<file path="config.mk">
export PLATFORM = sky130hd
export DESIGN_NAME = bir_front
export DESIGN_NICKNAME = d
export VERILOG_FILES = /design/src/design/bir_pkg.sv /design/src/design/bir_locate.sv /design/src/design/bir_front.sv
export SDC_FILE = /design/constraint.sdc
export NUM_CORES = 1
export LEC_CHECK = 0
export ABC_AREA = 1
export BUFFER_PORTS_ARGS = -buffer_cell sky130_fd_sc_hd__buf_2
export CORE_MARGIN = 4
export CORE_UTILIZATION = 64
export DETAILED_ROUTE_END_ITERATION = 10
export GPL_TIMING_DRIVEN = 0
export PLACE_DENSITY = 0.87
export SETUP_SLACK_MARGIN = 0.05
export SYNTH_ARGS = -nofsm -noshare
export SYNTH_HDL_FRONTEND = slang
export SYNTH_SLANG_ARGS = --single-unit
</file>
<file path="constraint.sdc">
create_clock -name clk -period 10.68 [get_ports clk]
set_input_delay 1.068 -clock clk [delete_from_list [all_inputs] [get_ports clk]]
set_output_delay 1.068 -clock clk [all_outputs]
set_load 0.01 [all_outputs]
</file>
<file path="src/design/bir_pkg.sv">
// bir_pkg: shared types and constants for the bicubic image resampler
// no dependencies
`timescale 1ns / 1ps
package bir_pkg;
  localparam int ChBits = 16;
  localparam int FracBits = 16;
  localparam logic MODE_LOAD = 1'b0;
  localparam logic MODE_SAMPLE = 1'b1;

  localparam logic [1:0] CFG_SRC_W = 2'd0;
  localparam logic [1:0] CFG_SRC_H = 2'd1;
  localparam logic [1:0] CFG_DST_W = 2'd2;
  localparam logic [1:0] CFG_DST_H = 2'd3;

  // one queued command from front to back
  typedef struct packed {
    logic        load;
    logic [15:0] addr;
    logic [63:0] pix;
    logic [7:0]  xs0;   // last source column (sw - 1), clamp limit in back
    logic [7:0]  ys0;
    logic signed [13:0] xi;
    logic signed [13:0] yi;
    logic [15:0] xt;
    logic [15:0] yt;
  } cmd_t;

  typedef enum logic [2:0] {
    BK_IDLE, BK_READ, BK_ROW, BK_COL, BK_OUT
  } bk_state_t;

  // round shift by FracBits: add half, then floor (arithmetic shift)
  function automatic logic signed [39:0] rshift(input logic signed [55:0] v);
    logic signed [55:0] w;
    w = v + 56'sd32768;
    rshift = 40'(w >>> FracBits);
  endfunction
endpackage

</file>
<file path="src/design/bir_locate.sv">
// bir_locate: iterative position divider, one quotient bit per cycle
// depends on bir_pkg
`timescale 1ns / 1ps
module bir_locate
  import bir_pkg::*;
(
  input  logic        clk,
  input  logic        rst_n,
  input  logic        start,
  input  logic [12:0] dst,
  input  logic [8:0]  srcdim,
  input  logic [12:0] dstdim,
  output logic        done,
  output logic signed [13:0] ipart,
  output logic [15:0] tpart
);
  // q = (2*num + div) / (2*div), num = dst*src<<16 (< 2^38)
  logic [38:0] num_r, num_nxt;
  logic [13:0] div2_r;
  logic [14:0] rem_r, rem_nxt;
  logic [5:0]  cnt_r;
  logic        busy_r;
  logic [39:0] p;
  logic [23:0] ih;
  logic [12:0] dv;
  logic [15:0] tmp;

  assign dv = (dstdim < 13'd2) ? 13'd1 : dstdim - 13'd1;

  always_comb begin
    logic [14:0] r2;
    r2 = {rem_r[13:0], num_r[38]};
    num_nxt = {num_r[37:0], 1'b0};
    rem_nxt = r2;
    if (r2 >= {1'b0, div2_r}) begin
      rem_nxt = r2 - {1'b0, div2_r};
      num_nxt[0] = 1'b1;
    end
  end

  always_ff @(posedge clk) begin
    if (!rst_n) begin
      busy_r <= 1'b0;
      done <= 1'b0;
      cnt_r <= '0;
    end else begin
      done <= 1'b0;
      if (start) begin
        busy_r <= 1'b1;
        cnt_r <= 6'd39;
      end else if (busy_r) begin
        cnt_r <= cnt_r - 6'd1;
        if (cnt_r == 6'd1) begin
          busy_r <= 1'b0;
          done <= 1'b1;
        end
      end
    end
    if (start) begin
      num_r <= {22'(dst) * 22'(srcdim), 17'd0} + 39'(dv);
      div2_r <= {dv, 1'b0};
      rem_r <= '0;
    end else if (busy_r) begin
      num_r <= num_nxt;
      rem_r <= rem_nxt;
    end
  end

  assign p = {1'b0, num_r} + 40'd32768;
  assign tmp = p[15:0];
  assign ih = p[39:16];
  assign tpart = tmp;
  // integer part saturates well past any edge clamp
  assign ipart = (ih > 24'd4096) ? 14'sd4095 : $signed(ih[13:0]) - 14'sd1;
endmodule

</file>
<file path="src/design/bir_front.sv">
// bir_front: accepts items, locates sample positions, fills the queue
// depends on bir_pkg, bir_locate
`timescale 1ns / 1ps
module bir_front
  import bir_pkg::*;
(
  input  logic        clk,
  input  logic        rst_n,
  input  logic        in_valid,
  output logic        in_stall,
  input  logic        mode,
  input  logic [7:0]  src_x,
  input  logic [7:0]  src_y,
  input  logic [11:0] dst_x,
  input  logic [11:0] dst_y,
  input  logic [63:0] pix,
  input  logic [8:0]  sw,
  input  logic [8:0]  sh,
  input  logic [12:0] dw,
  input  logic [12:0] dh,
  output logic        q_push,
  output cmd_t        q_data,
  input  logic        q_full
);
  logic busy_r, dx_done_r, dy_done_r;
  logic start;
  logic ddx, ddy;
  logic signed [13:0] xi, yi;
  logic [15:0] xt, yt;
  logic signed [13:0] xi_r, yi_r;
  logic [15:0] xt_r, yt_r;
  logic acc;

  assign in_stall = busy_r | q_full;
  assign acc = in_valid & ~in_stall;
  assign start = acc & (mode == MODE_SAMPLE);

  bir_locate u_lx (.clk, .rst_n, .start, .dst({1'b0, dst_x}), .srcdim(sw),
    .dstdim(dw), .done(ddx), .ipart(xi), .tpart(xt));
  bir_locate u_ly (.clk, .rst_n, .start, .dst({1'b0, dst_y}), .srcdim(sh),
    .dstdim(dh), .done(ddy), .ipart(yi), .tpart(yt));

  always_ff @(posedge clk) begin
    if (!rst_n) begin
      busy_r <= 1'b0;
      dx_done_r <= 1'b0;
      dy_done_r <= 1'b0;
    end else begin
      if (start) busy_r <= 1'b1;
      if (ddx) begin dx_done_r <= 1'b1; xi_r <= xi; xt_r <= xt; end
      if (ddy) begin dy_done_r <= 1'b1; yi_r <= yi; yt_r <= yt; end
      if (q_push && busy_r) begin
        busy_r <= 1'b0;
        dx_done_r <= 1'b0;
        dy_done_r <= 1'b0;
      end
    end
  end

  always_comb begin
    q_data = '0;
    q_push = 1'b0;
    if (acc && mode == MODE_LOAD) begin
      q_push = 1'b1;
      q_data.load = 1'b1;
      q_data.addr = {src_y, src_x};
      q_data.pix = pix;
    end else if (busy_r && dx_done_r && dy_done_r) begin
      q_push = 1'b1;
      q_data.xi = xi_r;
      q_data.yi = yi_r;
      q_data.xt = xt_r;
      q_data.yt = yt_r;
    end
    q_data.xs0 = 8'(sw - 9'd1);
    q_data.ys0 = 8'(sh - 9'd1);
  end
endmodule

</file>
==> metrics.yaml <==
drt:
  num_vias: 19100
  ant_nets: 0
  routed_wirelength_mm: 54.8
  route.detailed.wl_per_inst_um: 15.1
  top_layer: "met4"
  routed_via_density: 5.27
  met2WireLength_mm: 26.6
  drt_pass1_iterations: 6
  drc_errors: 0
  wl_met3_mm: 3.98
  drtIter0Drc: 1474
  routedLengthMet1_mm: 23.3
worst_hold_path:
  hp-start: "u_ly.num_r[7]"
  hold_class: "reg -> reg"
  min_to: "yt_r[7]"
  hold_depth: 0
placement:
  dp_hpwl_mm: 44.7
  io_buffers: 285
  gp_congestion: 1.01
logic_synthesis:
  synth_edf_count: 164
  postSynthAreaPerCell_um2: 7.14
  synth_warnings: 0
  synth_nets: 3316
  synthCells: 2899
  ys.flop_type: "edfxtp_1"
  seq_area_frac_synth_pct: 28.3
  synthArstFlopShare_pct: 0
  synth_area_um2: 20700
  synthDistinctLibCells: 43
  ys_seq_elements: 211
setup_path:
  slowest_stage: "fa_1"
  crit_fanout: 10
  rrSetupSlack_ns: 7.87
  critical_path_class: "in -> reg"
  cp.required_ns: 10.91
  path_cells: "buf_2 -> clkbuf_1 -> nand2_1 -> fa_1 -> inv_1 -> fa_1 -> fa_1 -> inv_1 -> fa_1 -> inv_1 -> ha_1 -> nand2_1 -> inv_1 -> nand3_1 -> o21ai_0 -> nand3_1 -> nand2_1 -> nand2_1 -> nand3_1 -> o21ai_0"
  crit_family: "adder cells"
  crit_path_end_kind: "flop"
  rr_startpoint: "u_lx.rem_r[0]"
  slowest_delay_ns: 0.57
  arrival_ns: 5.58
  rr_worst_depth: 12
  startpoint_type: "primary input"
  crit_buf_inv: 6
  reg2reg_to: "u_lx.rem_r[10]"
power:
  vdd_ir_drop_max_mv: 0.0974
  p_leak_nw: 13.3
  powerDensity_nw_per_um2: 146
floorplan:
  die_y_um: 188
  rows: 65
  dieArea_um2: 35300
  start_util_pct: 65.3
  core_um2: 31700
  io_pins: 312
  die_x_um: 188
layout:
  drive_above_1_share_pct: 12.1
  synthToLayoutAreaGrowth_pct: 13.3
  num-nets-final: 3629
  final_cell_mix: "nand2_1, inv_1, nor2_1, buf_2, edfxtp_1"
  final_common_cell: "nand2_1"
  seqCellArea_um2: 5870
  fillerInstances: 2534
  num_antenna_cells: 0
  multi_input_area_um2: 11900
timing:
  finalSetupTns_ns: 0
  min_period_over_period_pct: 50.0
  period_minus_slack_ns: 5.34
  slew_violations: 0
  worst_slew_pin_slew_ns: 1.12
  setup_violations: 0
  fin_worst_skew_ns: 0.0157
  hold_viol: 0
  timing.fmax_mhz: 187
  holdWs_ns: 0.446
  slew_headroom_pct: 25.2
  rsz0062_at_grt: "no"
flow_run:
  cap_violations: 0
global_route:
  grt_max_degree: 34
  grt_usage_pct: 30.6
  antenna_found_initial: 1
  overflow: 0
  grt_pass1_wl_mm: 91.1
  grt_pass1_vias: 19200
clock_network:
  cts_root_buf: "clkbuf_16"
  cts.hold.buffers_added: 0
  cts_max_path_buffers: 3
  cts_setup_buffers: 0
  cts_buffers: 22
  clk_pin_slew_ns: 0.06
  clkLatencyLatePin_ns: 0.52
  cts_max_level: 1
  cts_tree: "done"
  clock-sinks: 211
  cts_resized: 0
run_status:
  status: "finished, final reports clean"
-- cell families after synthesis --
group | share of synthesized area [%]
AO/OA/AOI/OAI | 5.44
XOR/XNOR | 3.05
flip-flops | 28.3
adder cells (fa/ha/maj) | 21.2
buffers and inverters | 14.0
AND/OR/NAND/NOR | 27.9
-- per-stage QoR --
stage | worst slack [ns] | utilization (%) | cell area (um^2) | power, W | instances
2_1_floorplan | 5.46 | - | 20700 | 0.00227 | 2899
3_3_place_gp | 4.87 | 71.3 | 22600 | 0.00259 | 3586
3_5_place_dp | 4.82 | 71.6 | 22700 | 0.00265 | 3589
4_1_cts | 5.34 | 73.9 | 23400 | 0.00342 | 3629
5_1_grt | 5.01 | 73.9 | 23500 | 0.00375 | 3630
6_report | 5.34 | 73.9 | 23500 | 0.00343 | 3630
-- report_power, final --
group / internal (W) / switching, W / total (W)
registers: 0.000940 / 0.0000396 / 0.000980
logic: 0.000626 / 0.00105 / 0.00167
clock network: 0.000446 / 0.000327 / 0.000773
-- worst max path at each step --
| stage | startpoint | end | slack, ns | cells past startpoint |
|---|---|---|---|---|
| global placement | sw[2] | u_lx.num_r[37] | 4.87 | 19 |
| floorplan | sw[5] | u_lx.num_r[32] | 5.46 | 18 |
| finish | sh[2] | u_ly.num_r[37] | 5.34 | 20 |
| detailed placement | sh[2] | u_ly.num_r[37] | 4.82 | 20 |
| global route | sh[2] | u_ly.num_r[37] | 5.01 | 20 |
| CTS | sh[2] | u_ly.num_r[37] | 5.34 | 20 |
-- layer usage --
layer	track usage, %	vias to the layer above
met4	7.11	0
met2	53.1	753
li1	-	9387
met1	41.2	8915
met5	0	-
met3	4.15	90
-- worst reg2reg max path: stages (launching register included) --
cell	delay [ns]
dfxtp_1	0.36
inv_1	0.05
ha_1	0.23
fa_1	0.42
o21ai_0	0.41
nand2_1	0.10
nand2_1	0.17
nand3_1	0.11
nand3_1	0.21
buf_2	0.30
nand3_1	0.15
o211ai_1	0.12
nand2_1	0.07
-- Yosys cell counts (all sizes together) (10+ instances only) --
| master | instances | share of area (%) |
|---|---|---|
| fa | 144 | 14 |
| a21oi | 63 | 1.6 |
| nand4 | 28 | 0.85 |
| nand3b | 14 | 0.51 |
| o21bai | 12 | 0.44 |
| inv | 676 | 12 |
| nand3 | 142 | 3.6 |
| o211ai | 17 | 0.62 |
| dfxtp | 47 | 4.5 |
| or2 | 11 | 0.33 |
| clkbuf | 72 | 1.3 |
| nor2 | 364 | 7.2 |
| edfxtp | 164 | 24 |
| nor3 | 29 | 0.70 |
| a21o | 10 | 0.36 |
| ha | 120 | 7.3 |
| nand2 | 796 | 15 |
| xor2 | 42 | 1.8 |
| xnor2 | 30 | 1.3 |
| o21ai | 80 | 1.9 |
| buf | 14 | 0.43 |
-- state kept, by name (all words and copies together) (netlist names), 14 cells and up --
name,cells
xi_r,14
xt_r,16
u_ly.rem_r,14
u_lx.num_r,39
u_ly.num_r,39
yi_r,14
yt_r,16
u_lx.rem_r,14
-- area by class of cell --
cell class              instances  share of cell area [%]
multi-input cells            1923                    50.9
clock inverters                12                   0.533
flip-flops and latches        211                    25.0
plain buffers                  86                    1.54
clock buffers                  28                    2.53
well taps                     402                    2.14
inverters                     679                    10.9
repair buffers                289                    6.52
Note: power is estimated with default switching activity, not from simulation.
